## config.mk

```make
export PLATFORM = sky130hd
export DESIGN_NAME = sbus_channel_extractor
export DESIGN_NICKNAME = d
export VERILOG_FILES = /design/src/rtl/sce_pkg.sv /design/src/rtl/sbus_channel_extractor.sv
export SDC_FILE = /design/constraint.sdc
export NUM_CORES = 1
export LEC_CHECK = 0
export BUFFER_PORTS_ARGS = -buffer_cell sky130_fd_sc_hd__clkbuf_2
export CAP_MARGIN = 10
export CORE_MARGIN = 10
export CORE_UTILIZATION = 55
export DETAILED_ROUTE_END_ITERATION = 10
export PLACE_DENSITY = 0.84
export SYNTH_ARGS = -nofsm -noshare
export SYNTH_HDL_FRONTEND = slang
export SYNTH_SLANG_ARGS = --single-unit
```

## constraint.sdc

```tcl
create_clock -name clk_i -period 8.11 [get_ports clk_i]
set_input_delay 1.622 -clock clk_i [delete_from_list [all_inputs] [get_ports clk_i]]
set_output_delay 1.622 -clock clk_i [all_outputs]
set_load 0.02 [all_outputs]
```

## src/rtl/sce_pkg.sv

```systemverilog
// Package for the serial frame channel extractor.
// Holds the frame constants, byte markers and channel codes; no dependencies.
`timescale 1ns / 1ps
`default_nettype none
package sce_pkg;

  localparam int unsigned FrameLength = 25;
  localparam int unsigned PosW        = 5;
  localparam int unsigned ChanW       = 11;
  localparam int unsigned IdW         = 2;

  typedef logic [PosW-1:0]  pos_t;
  typedef logic [7:0]       byte_t;
  typedef logic [IdW-1:0]   chan_id_t;
  typedef logic [ChanW-1:0] chan_val_t;

  localparam byte_t SOF_BYTE  = 8'h0F;
  localparam byte_t IDLE_BYTE = 8'h00;

  localparam pos_t FRAME_END = pos_t'(FrameLength);
  localparam pos_t POS_CH0   = pos_t'(2);
  localparam pos_t POS_CH1   = pos_t'(3);
  localparam pos_t POS_CH2   = pos_t'(5);
  localparam pos_t POS_FIRST = pos_t'(1);
  localparam pos_t POS_LAST  = pos_t'(4);

  localparam chan_id_t CH_STEERING = 2'd0;
  localparam chan_id_t CH_THROTTLE = 2'd1;
  localparam chan_id_t CH_AUX      = 2'd2;

endpackage
`default_nettype wire

```

## src/rtl/sbus_channel_extractor.sv

```systemverilog
// Top level of the serial frame channel extractor.
// Depends on sce_pkg for constants and types.
// A result beat is registered and appears in the cycle after the byte that completes it.
// Throughput: one byte per cycle; the single output register is refilled in
// the same cycle it is drained, so input stalls only while a result is held.
// Reset: asynchronous, active low; position, previous byte, stored frame
// bytes and the output valid are cleared.
`timescale 1ns / 1ps
`default_nettype none
module sbus_channel_extractor (
  input  wire logic               clk_i,
  input  wire logic               rst_ni,
  input  wire logic               in_valid_i,
  output logic                    in_stall_o,
  input  wire sce_pkg::byte_t     rx_byte_i,
  output logic                    out_valid_o,
  input  wire logic               out_stall_i,
  output sce_pkg::chan_id_t       channel_id_o,
  output sce_pkg::chan_val_t      channel_value_o
);
  import sce_pkg::*;

  pos_t      pos_q, pos_d, pos_n;
  byte_t     prev_q;
  byte_t     fb_q [4];
  logic [1:0] wr_idx;
  logic      accept;
  logic      emit;
  chan_id_t  id_n;
  chan_val_t val_n;
  logic      out_valid_q, out_valid_d;
  chan_id_t  id_q;
  chan_val_t val_q;

  assign in_stall_o = out_valid_q && out_stall_i;
  assign accept     = in_valid_i && !in_stall_o;

  always_comb begin
    pos_n = pos_q;
    if (pos_q < FRAME_END) begin
      pos_n = pos_q + pos_t'(1);
    end
    if (rx_byte_i == SOF_BYTE && prev_q == IDLE_BYTE) begin
      pos_n = '0;
    end
    wr_idx = 2'(pos_n - pos_t'(1));
  end

  always_comb begin
    emit  = 1'b0;
    id_n  = CH_STEERING;
    val_n = '0;
    priority if (pos_n == POS_CH0) begin
      emit  = 1'b1;
      id_n  = CH_STEERING;
      val_n = {rx_byte_i[2:0], fb_q[0]};
    end else if (pos_n == POS_CH1) begin
      emit  = 1'b1;
      id_n  = CH_THROTTLE;
      val_n = {rx_byte_i[5:0], fb_q[1][7:3]};
    end else if (pos_n == POS_CH2) begin
      emit  = 1'b1;
      id_n  = CH_AUX;
      val_n = {rx_byte_i[0], fb_q[3], fb_q[2][7:6]};
    end
  end

  assign pos_d = accept ? pos_n : pos_q;

  always_comb begin
    out_valid_d = out_valid_q;
    if (accept) begin
      out_valid_d = emit;
    end else if (!out_stall_i) begin
      out_valid_d = 1'b0;
    end
  end

  always_ff @(posedge clk_i or negedge rst_ni) begin
    if (!rst_ni) begin
      pos_q       <= '0;
      prev_q      <= '0;
      fb_q        <= '{default: '0};
      out_valid_q <= 1'b0;
    end else begin
      pos_q       <= pos_d;
      out_valid_q <= out_valid_d;
      if (accept) begin
        prev_q <= rx_byte_i;
        if (pos_n >= POS_FIRST && pos_n <= POS_LAST) begin
          fb_q[wr_idx] <= rx_byte_i;
        end
      end
    end
  end

  always_ff @(posedge clk_i) begin
    if (accept && emit) begin
      id_q  <= id_n;
      val_q <= val_n;
    end
  end

  assign out_valid_o     = out_valid_q;
  assign channel_id_o    = id_q;
  assign channel_value_o = val_q;

endmodule
`default_nettype wire

```

# Word-level counts from Yosys, hierarchy flattened
# Cells that the tools add are included.
[word_totals]
mem_bits_ro = 0
n_memories = 0
ramBits = 0
ff_bits = 59
latch_bits = 0
[classes]
multipliers = 0
reduce_logical = 10
add_sub_neg = 2
mux = 15
magnitude_cmp = 5
bitwise_logic = 1
shifts = 0
div_mod_pow = 0
n_eq_ne = 5
[op_table]
columns = ["op", "count"]
rows = [
  ["two-way mux 11 bit", 3],
  ["bitwise mux 32 bit", 1],
  ["demux 8 bit (select 2 bit)", 1],
  ["== test 5 x 2 -> 1 bit, second input constant", 2],
  ["two-way mux 5 bit", 2],
  ["== test 8 x 4 -> 1 bit, second input constant", 1],
  ["logical NOT 8 bit", 1],
  ["two-way mux 8 bit", 1],
  ["logical AND 1 bit", 6],
  ["two-way mux 1 bit", 6],
  ["adder 5 x 1 -> 5 bit, second input constant", 1],
  ["== test 5 x 3 -> 1 bit, second input constant", 1],
  ["greater-or-equal comparator 5 x 1 -> 1 bit, second input constant", 1],
  ["less-or-equal comparator 5 x 3 -> 1 bit, second input constant", 1],
  ["less-than comparator 5 bit, second input constant", 1],
  ["greater-or-equal comparator 3 bit, second input constant", 1],
  ["less-than comparator 3 x 1 -> 1 bit, second input constant", 1],
  ["inverter 2 -> 3 bit", 1],
  ["two-way mux 2 bit", 1],
  ["inequality test 2 x 1 -> 1 bit, second input constant", 1],
  ["AND reduction 2 bit", 1],
  ["OR reduction 2 bit", 1],
  ["subtractor 2 x 1 -> 2 bit, second input constant", 1],
  ["logical NOT 1 bit", 1],
]

# Longest topological paths before layout
# Gate-level depths: netlist of the first run.
[logic_depth]
ltp_word = 10
ltp_mapped = 9
mapped_depth_nobuf = 7

# Worst setup path before layout of the first run
# Ideal clock, no wire load.
[synth_path]
kind = "input to register"
start = "in rx_byte_i[0]"
end = "reg id_q[0] (netlist: channel_id_o[0]), enable pin"
setup_ns = 0.382
slack_ns = 4.356
required_time_ns = 7.728
cell_stages = 7
arrival_ns = 3.371
cell_sequence = "and4b_1 -> and4_1 -> buf_2 -> nor4_2 -> buf_2 -> nor3_1 -> nor2_1"
[synth_via]
elab_chain_len = 8
elab_cells_between_ends = 10
[synth_rtl]
columns = ["element", "line", "text"]
rows = [
  ["start, declared", "sbus_channel_extractor.sv:15", "input wire sce_pkg::byte_t rx_byte_i,"],
  ["== test 8 x 4 -> 1 bit *", "sbus_channel_extractor.sv:43", "if (rx_byte_i == SOF_BYTE && prev_q == IDLE_BYTE) begin"],
  ["logical AND 1 bit *", "sbus_channel_extractor.sv:43", ""],
  ["two-way mux 5 bit *", "sbus_channel_extractor.sv:43", ""],
  ["== test 5 x 3 -> 1 bit", "sbus_channel_extractor.sv:61", "end else if (pos_n == POS_CH2) begin"],
  ["two-way mux 1 bit", "sbus_channel_extractor.sv:61", ""],
  ["two-way mux 1 bit", "sbus_channel_extractor.sv:57", "end else if (pos_n == POS_CH1) begin"],
  ["two-way mux 1 bit *", "sbus_channel_extractor.sv:53", "priority if (pos_n == POS_CH0) begin"],
  ["logical AND 1 bit *", "sbus_channel_extractor.sv:98", "if (accept && emit) begin"],
  ["end signal, assigned", "sbus_channel_extractor.sv:99", "id_q <= id_n;"],
  ["end, declared", "sbus_channel_extractor.sv:32", "chan_id_t id_q;"],
]
# Mark *: on every way between the ends. The rest lies on a longest branch, timed or not.
# A chain may end at the register's enable or synchronous reset.

# Worst setup path after layout of the first run
[layout_path]
start = "in rx_byte_i[0]"
end = "reg val_q[0] (netlist: channel_value_o[0]), enable pin"
[layout_via]
elab_chain_len = 8
elab_cells_between_ends = 10
[layout_rtl]
columns = ["element", "line", "text"]
rows = [
  ["== test 8 x 4 -> 1 bit *", "sbus_channel_extractor.sv:43", ""],
  ["logical AND 1 bit *", "sbus_channel_extractor.sv:43", ""],
  ["two-way mux 5 bit *", "sbus_channel_extractor.sv:43", ""],
  ["== test 5 x 3 -> 1 bit", "sbus_channel_extractor.sv:61", ""],
  ["two-way mux 1 bit", "sbus_channel_extractor.sv:61", ""],
  ["two-way mux 1 bit", "sbus_channel_extractor.sv:57", ""],
  ["two-way mux 1 bit *", "sbus_channel_extractor.sv:53", ""],
  ["logical AND 1 bit *", "sbus_channel_extractor.sv:98", ""],
  ["end signal, assigned", "sbus_channel_extractor.sv:100", "val_q <= val_n;"],
  ["end, declared", "sbus_channel_extractor.sv:33", "chan_val_t val_q;"],
]
# Marked as above.

==> results of run 1 <==
-- placed cells by master, fill, tap and decap left out, types with 2 or more instances in the layout --
master                     count
sky130_fd_sc_hd__and2_1        2
sky130_fd_sc_hd__a21oi_1       5
sky130_fd_sc_hd__nand3_1       3
sky130_fd_sc_hd__o21ai_0       6
sky130_fd_sc_hd__nor4_1        2
sky130_fd_sc_hd__nand4_1       2
sky130_fd_sc_hd__clkinv_2      2
sky130_fd_sc_hd__nand2_1      36
sky130_fd_sc_hd__o31ai_1       2
sky130_fd_sc_hd__clkbuf_2     26
sky130_fd_sc_hd__dfrtp_1      37
sky130_fd_sc_hd__edfxtp_1     13
sky130_fd_sc_hd__a31oi_1       2
sky130_fd_sc_hd__a222oi_1     11
sky130_fd_sc_hd__clkbuf_8      5
sky130_fd_sc_hd__nor3_1        5
sky130_fd_sc_hd__inv_1        15
sky130_fd_sc_hd__mux2_4        8
sky130_fd_sc_hd__mux2_2       15
sky130_fd_sc_hd__nor2_1        6
sky130_fd_sc_hd__nand2b_1      2
-- cells by family (layout without fill, tap and decap cells) --
kind of cell | Yosys count | count (layout) | synth area share
AO/OA/AOI/OAI | 32 | 32 | 0.102
XOR/XNOR | 1 | 1 | 0.00369
adder cells (fa/ha/maj) | 1 | 1 | 0.00527
buffers and inverters | 28 | 49 | 0.0558
flip-flops | 50 | 50 | 0.554
multiplexers | 24 | 24 | 0.126
AND/OR/NAND/NOR | 70 | 70 | 0.154
-- state kept, by name, indices dropped and copies added, names as in the netlist --
register and count:
pos_q 5, channel_value_o 11, out_valid_o 1, fb_q 23, channel_id_o 2, prev_q 8
-- report_power, final --
group          internal (mW)  total [mW]  switching (mW)
Combinational          0.159       0.352           0.193
Clock                 0.0609       0.147          0.0858
Sequential             0.366       0.448          0.0821
Total                  0.586       0.947           0.361
-- worst min path at each step --
| stage | start | endpoint | slack [ns] | depth (start not counted) |
|---|---|---|---|---|
| after floorplan | prev_q[1]$_DFFE_PN0P_ | prev_q[1]$_DFFE_PN0P_ | 0.45 | 2 |
| after global placement | prev_q[5]$_DFFE_PN0P_ | prev_q[5]$_DFFE_PN0P_ | 0.46 | 2 |
| after detailed placement | prev_q[4]$_DFFE_PN0P_ | prev_q[4]$_DFFE_PN0P_ | 0.47 | 2 |
| after CTS | prev_q[4]$_DFFE_PN0P_ | prev_q[4]$_DFFE_PN0P_ | 0.49 | 2 |
| after global routing | prev_q[4]$_DFFE_PN0P_ | prev_q[4]$_DFFE_PN0P_ | 0.52 | 2 |
| final | prev_q[7]$_DFFE_PN0P_ | prev_q[7]$_DFFE_PN0P_ | 0.49 | 2 |
-- critical path: cells and delay by family --
kind / cells / cell delay (ns)
and+or+nand+nor: 5 / 2.48
buffers and inverters: 1 / 0.15
-- cell type report --
class	instances	area [um2]
fillers	337	1510
multi-input cells	128	927
clock buffers	5	68.8
well taps	50	62.6
flip-flops and latches	50	1320
inverters	15	56.3
repair buffers	26	130
clock inverters	3	18.8
-- metal layers --
layer  track usage  part of all wire  wire length [um]  vias to the layer above
met5             0                 0                 0                        -
met4        0.0509             0.011                58                        0
met3        0.0426             0.065               344                        8
met2         0.225              0.47              2470                       62
met1         0.196              0.45              2380                      828
li1              -                 -                 -                      784
-- stage by stage --
| step | power, mW | utilization | std cells | setup slack, ns |
|---|---|---|---|---|
| final | 0.947 | 0.631 | 277 | 3.78 |
| after global routing | 1.01 | 0.631 | 277 | 3.61 |
| after CTS | 0.945 | 0.631 | 277 | 3.79 |
| after detailed placement | 0.801 | 0.610 | 269 | 3.49 |
| after global placement | 0.787 | 0.610 | 269 | 3.69 |
| after floorplan | 0.714 | - | 206 | 4.36 |
==> results by stage, run 1 <==
Clock network:
- Post-CTS repair changed the size of 0 cells.
- The buffer depth of the longest clock path is 2.
- The number of buffers created by CTS is 5.
- Once the clock tree was built, the setup fixing pass inserted 0 buffers.
- For this design, the CTS-stage hold fixing added 0 buffers.
- Clock-pin slew was measured on the worst setup and hold paths at about 0.090 ns.
- TritonCTS built the clock tree.
- The clock latency of the later-clocked register in the worst-skew pair is 0.31 ns.
- The H-tree depth is 2.
- The tree built by TritonCTS fans out to 50 sinks.
- The cell sitting at the root of the clock tree is a sky130_fd_sc_hd__clkbuf_8.

STA:
- The sum of negative setup slack is 0 ns.
- The final-layout worst hold slack is 0.485 ns.
- The setup-violating endpoint count in the final report is 0.
- Measured against its own limit, the worst slew margin works out to 0.203.
- The fmax is 0.231 GHz.
- The number of slew-limit violations in the final report is 0.
- The period utilization is 0.534.
- For the pin with the worst max-slew slack, the measured transition is roughly 1.2 ns.
- The final clock skew is 0.00481 ns.
- The final period demand of the worst path is between 4 and 5 ns.
- Setup repair after global routing left no endpoint under its margin.
- The number of hold violations in the final report is 0.

Route:
- Across all layers, the routed design uses 1,682 vias.
- For this block, the routed nets add up to 5260 um of wire.
- After detailed routing, the number of vias per cell comes to ~6.
- The final routed wire length divided by cell count is ~19 um.
- After detailed routing, the number of remaining DRC violations is 0.
- In this run the remaining antenna-violating nets after routing total 0.
- The count of TritonRoute iterations in the first routing pass is 6.
- After the first detailed-routing iteration, the DRC count stood at 237.

Floorplanning:
- The floorplan die height is 85.7 um.
- 27 I/O pins were placed.
- From left edge to right edge, the die measures around 86 um.
- For this configuration, the core starts out at a cell density of 0.581.
- The placement row count is 23.
- The die covers between 7000 and 8000 um2.
- The core area is ~4100 um2.

Setup path:
- In this run the critical register-to-register path is launched from pos_q[0]$_DFFE_PN0P_.
- The critical path goes through clkbuf_2 > and4b_1 > and4_1 > nor3_1 > nor3_1 > nor2_1.
- By startpoint and endpoint, the worst setup path is classified as input pin to flip-flop.
- For this run, the slowest stage of the critical path takes 0.97 ns.
- In this run the critical register-to-register path is captured at channel_value_o[0]$_DFFE_PP_.
- STA puts the critical path data arrival time at ~4.3 ns.
- STA classifies the critical path startpoint as an input pin.
- The cell repeated most along the worst path is sky130_fd_sc_hd__nor3_1.
- In this run the worst setup path terminates at channel_value_o[0]$_DFFE_PP_.
- On the critical path, the stage with the largest delay is an instance of sky130_fd_sc_hd__nor3_1.
- The worst reg-to-reg path cell count is 7.
- The data required time at the worst endpoint is between 8 and 9 ns.
- The worst setup path is captured at a flip-flop.
- The biggest fanout along the worst timing path is 13.
- The critical path startpoint is rx_byte_i[0].
- The slack of the worst reg-to-reg path is 4.44 ns.

Synth:
- The area share of the largest cell type after synthesis is 0.390.
- A synthesized cell averages 11.5 um2.
- The share of synthesized flip-flops with an asynchronous set or reset is 0.740.
- The largest area contributor in the netlist is sky130_fd_sc_hd__dfrtp_1.
- The proportion of synthesized chip area in sequential cells is 0.554.
- The number of flops mapped to enable cells by yosys is 13.
- In the post-synthesis netlist, the biggest area contributors are sky130_fd_sc_hd__dfrtp_1 (39%), sky130_fd_sc_hd__edfxtp_1 (16%), sky130_fd_sc_hd__mux2_2 (7.1%).
- The main flop type after synthesis is sky130_fd_sc_hd__dfrtp_1.
- The net count after synthesis is ~220.
- Sorting the synthesized cells by how often they occur yields sky130_fd_sc_hd__dfrtp_1 (37), sky130_fd_sc_hd__nand2_1 (36), sky130_fd_sc_hd__inv_1 (15), sky130_fd_sc_hd__mux2_2 (15), sky130_fd_sc_hd__edfxtp_1 (13).
- The flop and latch count out of synthesis is 50.
- The number of different library cells in the post-synthesis netlist is 43.
- Synthesis handed over a netlist of 206 instances.
- In the post-synthesis netlist, the cell with the most instances is sky130_fd_sc_hd__dfrtp_1.
- Summing every instance area after synthesis gives about 2400 um2.
- The number of warning messages in the yosys log is 0.

Placement:
- Detailed placement ended at an HPWL of 3750 um.
- After detailed placement, the total cell area comes to between 2000 and 2500 um2.
- The number of I/O port buffers is 26.
- The congestion estimate from routability-driven global placement came to 0.895.

Global routing:
- The number of global-route vias before repair is 1,688.
- The number of antenna violations at the first check in global routing was 0.
- The wire length of the first global-routing pass is 8760 um.
- Entering global routing, the biggest net connects 38 pins.
- The total overflow reported by the global router is 0.
- In the global route stage, overall resource usage came out at 0.148.

Hold path:
- The min-delay analysis places its worst path in the category flip-flop to flip-flop.

Cells and area:
- The area of all placed cells without fillers is around 2600 um2.
- At the end of the flow, the number of nets in the layout was about 240.
- 0 antenna diodes ended up in the layout.
- The fraction of layout instances using a drive strength above 1 is 0.286.
- The area added between synthesis and finish is 8.58%.

Power and ir drop:
- The worst-case IR drop observed on VDD is 167 uV.
- The power density of the placed cells is between 300 and 400 nW/um2.
- In this run the static leakage power is 1.23 nW.

Job:
- The number of maximum-capacitance violations is 0.

Outcome:
- The run finished with clean final reports.
Note: power is estimated with default switching activity, not from simulation.
==> inputs of run 2 (changes only) <==
--- a/config.mk
+++ b/config.mk
@@ -5,12 +5,13 @@
 export SDC_FILE = /design/constraint.sdc
 export NUM_CORES = 1
 export LEC_CHECK = 0
+export ABC_AREA = 1
 export BUFFER_PORTS_ARGS = -buffer_cell sky130_fd_sc_hd__clkbuf_2
 export CAP_MARGIN = 10
 export CORE_MARGIN = 10
-export CORE_UTILIZATION = 55
+export CORE_UTILIZATION = 52
 export DETAILED_ROUTE_END_ITERATION = 10
-export PLACE_DENSITY = 0.84
+export PLACE_DENSITY = 0.83
 export SYNTH_ARGS = -nofsm -noshare
 export SYNTH_HDL_FRONTEND = slang
 export SYNTH_SLANG_ARGS = --single-unit
==> constraint.sdc (replaced) <==
create_clock -name clk_i -period 3.69 [get_ports clk_i]
set_input_delay 0.738 -clock clk_i [delete_from_list [all_inputs] [get_ports clk_i]]
set_output_delay 0.738 -clock clk_i [all_outputs]
set_load 0.02 [all_outputs]
==> results by stage, run 2 <==
Outcome:
- The run finished with clean final reports.

Clock network:
- The TritonCTS clock tree is built.
- In this run the clock root is driven by a sky130_fd_sc_hd__clkbuf_8.
- Hold repair after CTS inserted 0 buffers.
- The number of buffers created by CTS is 5.
- The clock net in this run drives a total of 50 sinks.
- The register clock-pin slew on the reported worst setup and hold paths is roughly 0.1 ns.
- The post-cts resize count is 0.
- The number of setup buffers added after CTS is 0.
- The H-tree depth is 2.
- The later pin in the worst-skew pair is clocked with a latency of between 0.3 and 0.4 ns.
- The longest clock path from root to sink contains 2 buffers.

Floorplanning:
- The initialized floorplan defines 25 standard-cell rows.
- The initial utilization of the core area, before any placement, comes to 0.530.
- The core area is 4690 um2.
- The floorplan step set the die height to approximately 89 um.
- The number of top-level design ports is 27.
- The horizontal die dimension is between 80 and 90 um.
- The total die area is 7950 um2.

Global routing:
- The total overflow reported by the global router is 0.
- The number of global-route vias before repair is between 1,500 and 2,000.
- The number of antenna violations at the first check in global routing is 0.
- The total routing usage reported by global routing is 0.145.
- The first global-routing pass estimated 8960 um of wire.
- Entering global routing, the biggest net connects 38 pins.

Power and ir drop:
- The fraction of power consumed by sequential logic is 0.408.
- The part of the total power dissipated in combinational logic is 0.453.
- Across the VDD grid, the largest voltage drop is 324 uV.
- The switching share of power is 0.450.
- The internal portion of the total power is 1.31 mW.
- Of the total power, the clock network draws 0.138.
- The analysis attributes to cell leakage a power of 1.37 nW.
- The power density of the placed cells is 879 nW/um2.
- The power spent charging and discharging nets is 1.07 mW.

Hold path:
- The worst hold path belongs to the class flip-flop to flip-flop.
- The launch point of the worst hold path is fb_q[29]$_DFFE_PN0P_.

Setup path:
- Of all nets on the critical path, the largest fanout is 13.
- The endpoint arrival time on the critical path is 2.29 ns.
- The critical path startpoint is pos_q[0]$_DFFE_PN0P_.
- The worst setup path is launched from a flip-flop.
- The critical setup path kind is flip-flop to flip-flop.
- The data required time at the worst endpoint is approximately 3.7 ns.
- The type of element capturing the critical path is a flip-flop.
- The worst register-to-register path begins at pos_q[0]$_DFFE_PN0P_.

Cells and area:
- The most frequent standard cell in the layout excluding fill and tap cells is sky130_fd_sc_hd__nand2_1.
- The count of antenna diodes in the layout is 0.
- In the layout the commonest cells are sky130_fd_sc_hd__nand2_1 (100), sky130_fd_sc_hd__dfrtp_1 (37), sky130_fd_sc_hd__nand3_1 (30), sky130_fd_sc_hd__clkbuf_2 (26), sky130_fd_sc_hd__inv_1 (15).
- Of the cells placed in the final design, the portion with a size suffix greater than 1 is 0.251.
- Measured on the finished design, the core utilization comes to 0.577.
- After filler insertion, the fill cell instance count of the layout stands at 409.
- The layout net count is 315.
- The register bank with the most flops is fb_q.
- The finished layout holds 357 standard cells, fillers aside.
- The flip-flop count of the largest register after layout is 23.
- The area added between synthesis and finish is 8.80%.

STA:
- Setup violations remaining at the end of the flow were counted as 0.
- The number of hold violations in the final report is 0.
- The sum of negative setup slack is 0 ns.
- For the finished layout, the period the worst path requires is between 2 and 2.5 ns.
- Setup repair after global routing left no endpoint under its margin.
- The post-layout worst setup margin is 1.36 ns.
- Timing would allow up to 0.429 GHz.
- The actual transition at the worst max-transition pin is between 0.9 and 1 ns.
- The number of slew-limit violations in the final report is 0.
- Clock skew on the completed layout was measured at 0.00603 ns.
- Dividing the final minimum period by the clock period gives 0.631.
- The worst pin sits at a relative slew slack of 0.399.

Synth:
- The largest area contributor in the netlist is sky130_fd_sc_hd__dfrtp_1.
- The cell count after synthesis is 277.
- The synthesized design contains 13 enable-type register cells.
- Counting flops and latches in the post-synthesis netlist gives 50.
- The share of synthesized area in the top cell type comes to 0.372.
- The synthesized netlist contains 25 unique library cells.
- The post-synthesis instance area is between 2000 and 2500 um2.
- After synthesis, the cell types taking the most area are sky130_fd_sc_hd__dfrtp_1 (37%), sky130_fd_sc_hd__edfxtp_1 (16%), sky130_fd_sc_hd__nand2_1 (15%).
- During synthesis, Yosys emitted a total of 0 warnings.
- Counting instances in the post-synthesis netlist gives the leading cell types as sky130_fd_sc_hd__nand2_1 (100), sky130_fd_sc_hd__dfrtp_1 (37), sky130_fd_sc_hd__nand3_1 (30).
- The share of the Yosys chip area taken by registers is 0.529.
- Among all cell types in the netlist, the one instantiated most often is sky130_fd_sc_hd__nand2_1.
- For this run, the leading register cell type out of synthesis is sky130_fd_sc_hd__dfrtp_1.
- The share of synthesized flip-flops with an asynchronous set or reset is 0.740.
- The net count after synthesis is 290.
- Dividing the synthesized area by the synthesized cell count gives 8.98 um2.

Route:
- After the first detailed-routing iteration, the DRC count stood at 131.
- The total wirelength of the detailed-routed design is 5180 um.
- The count of TritonRoute iterations in the first routing pass is 4.
- The detailed router placed around 1,900 vias in this run.
- The final routed wire length divided by cell count is 14.5 um.
- The detail route stage leaves a number of antenna-violating nets equal to 0.
- The average vias per placed instance is approximately 5.3.
- The count of unresolved DRC violations after routing is 0.

Placement:
- Before CTS, the worst setup slack after placement is between 1 and 1.5 ns.
- The total placed cells including tap cells is 349.
- The number of I/O port buffers is 26.
- The final weighted congestion in routability-driven placement is around 0.89.
- The HPWL after detailed placement is between 3000 and 4000 um.

Job:
- Across the run, the number of max-cap violations was 0.
==> run 2: cell count changes in the layout (fill, tap and decap cells not counted), sizes merged, moves of 10 or more <==
cell    previous run  this run
a222oi            11         0
mux2              23         0
nand3              3        32
nand2             36       117
nor2               7        17
o21ai              7        22
==> run 2: power by group through the flow <==
| stage | combinational [mW] | clock, mW | sequential, mW |
|---|---|---|---|
| after CTS | 1.08 | 0.330 | 0.969 |
| after global routing | 1.22 | 0.358 | 0.998 |
| after floorplan | 0.831 | 0 | 1.03 |
| after detailed placement | 1.08 | 0 | 0.981 |
| after global placement | 1.05 | 0 | 0.972 |
| final | 1.08 | 0.329 | 0.972 |
==> run 2: worst max-delay path: stages (launching register included) <==
cell	delay, ns
sky130_fd_sc_hd__dfrtp_1	0.46
sky130_fd_sc_hd__ha_1	0.25
sky130_fd_sc_hd__a31o_2	0.28
sky130_fd_sc_hd__o21ai_0	0.27
sky130_fd_sc_hd__nand3_1	0.17
sky130_fd_sc_hd__nand3_1	0.11
sky130_fd_sc_hd__nand2_1	0.07
sky130_fd_sc_hd__inv_1	0.37
==> run 2: area by class of cell <==
class / instances / area (um2) / area share
Clock buffer: 5 / 68.8 / 0.0254
Multi-Input combinational cell: 197 / 1020 / 0.375
Timing Repair Buffer: 26 / 130 / 0.0481
Clock inverter: 3 / 23.8 / 0.00878
Inverter: 22 / 83.8 / 0.0310
Tap cell: 54 / 67.6 / 0.0250
Sequential cell: 50 / 1320 / 0.486
==> run 2: path summary, 6_finish.rpt <==
kind                                                endpoint  slack (ns)  cells after the start
worst max-delay path            channel_value_o[5]$_DFFE_PP_        1.36                      7
worst min-delay path                    fb_q[29]$_DFFE_PN0P_        0.49                      2
worst max register to register  channel_value_o[5]$_DFFE_PP_        1.36                      7
worst min register to register          fb_q[29]$_DFFE_PN0P_        0.49                      2
max in group asynchronous              prev_q[3]$_DFFE_PN0P_        2.59                      1
min in group asynchronous               fb_q[20]$_DFFE_PN0P_        0.54                      1
==> run 2: per-stage QoR <==
step / hold slack, ns / power [mW] / area [um2]
2_1_floorplan: 0.442 / 1.86 / 2490
3_3_place_gp: 0.463 / 2.02 / 2610
3_5_place_dp: 0.470 / 2.06 / 2610
4_1_cts: 0.492 / 2.38 / 2710
5_1_grt: 0.505 / 2.58 / 2710
6_report: 0.488 / 2.38 / 2710
==> run 2: cells by family after synthesis <==
| family | share of synthesized area |
|---|---|
| AOI/OAI and AO/OA | 0.0644 |
| xor gates and xnor gates | 0.00352 |
| adders and majority gates | 0.00503 |
| buffers and inverters | 0.0624 |
| DFF | 0.529 |
| and+or+nand+nor | 0.336 |
==> run 2: routing by layer <==
metal  up-vias  share of wire  wire length (um)  track usage
met5         -              0                 0            0
met4         0          0.022               114       0.0636
met3         9          0.065               338       0.0319
met2        57           0.51              2630        0.246
met1       893           0.40              2100        0.172
li1        934              -                 -            -
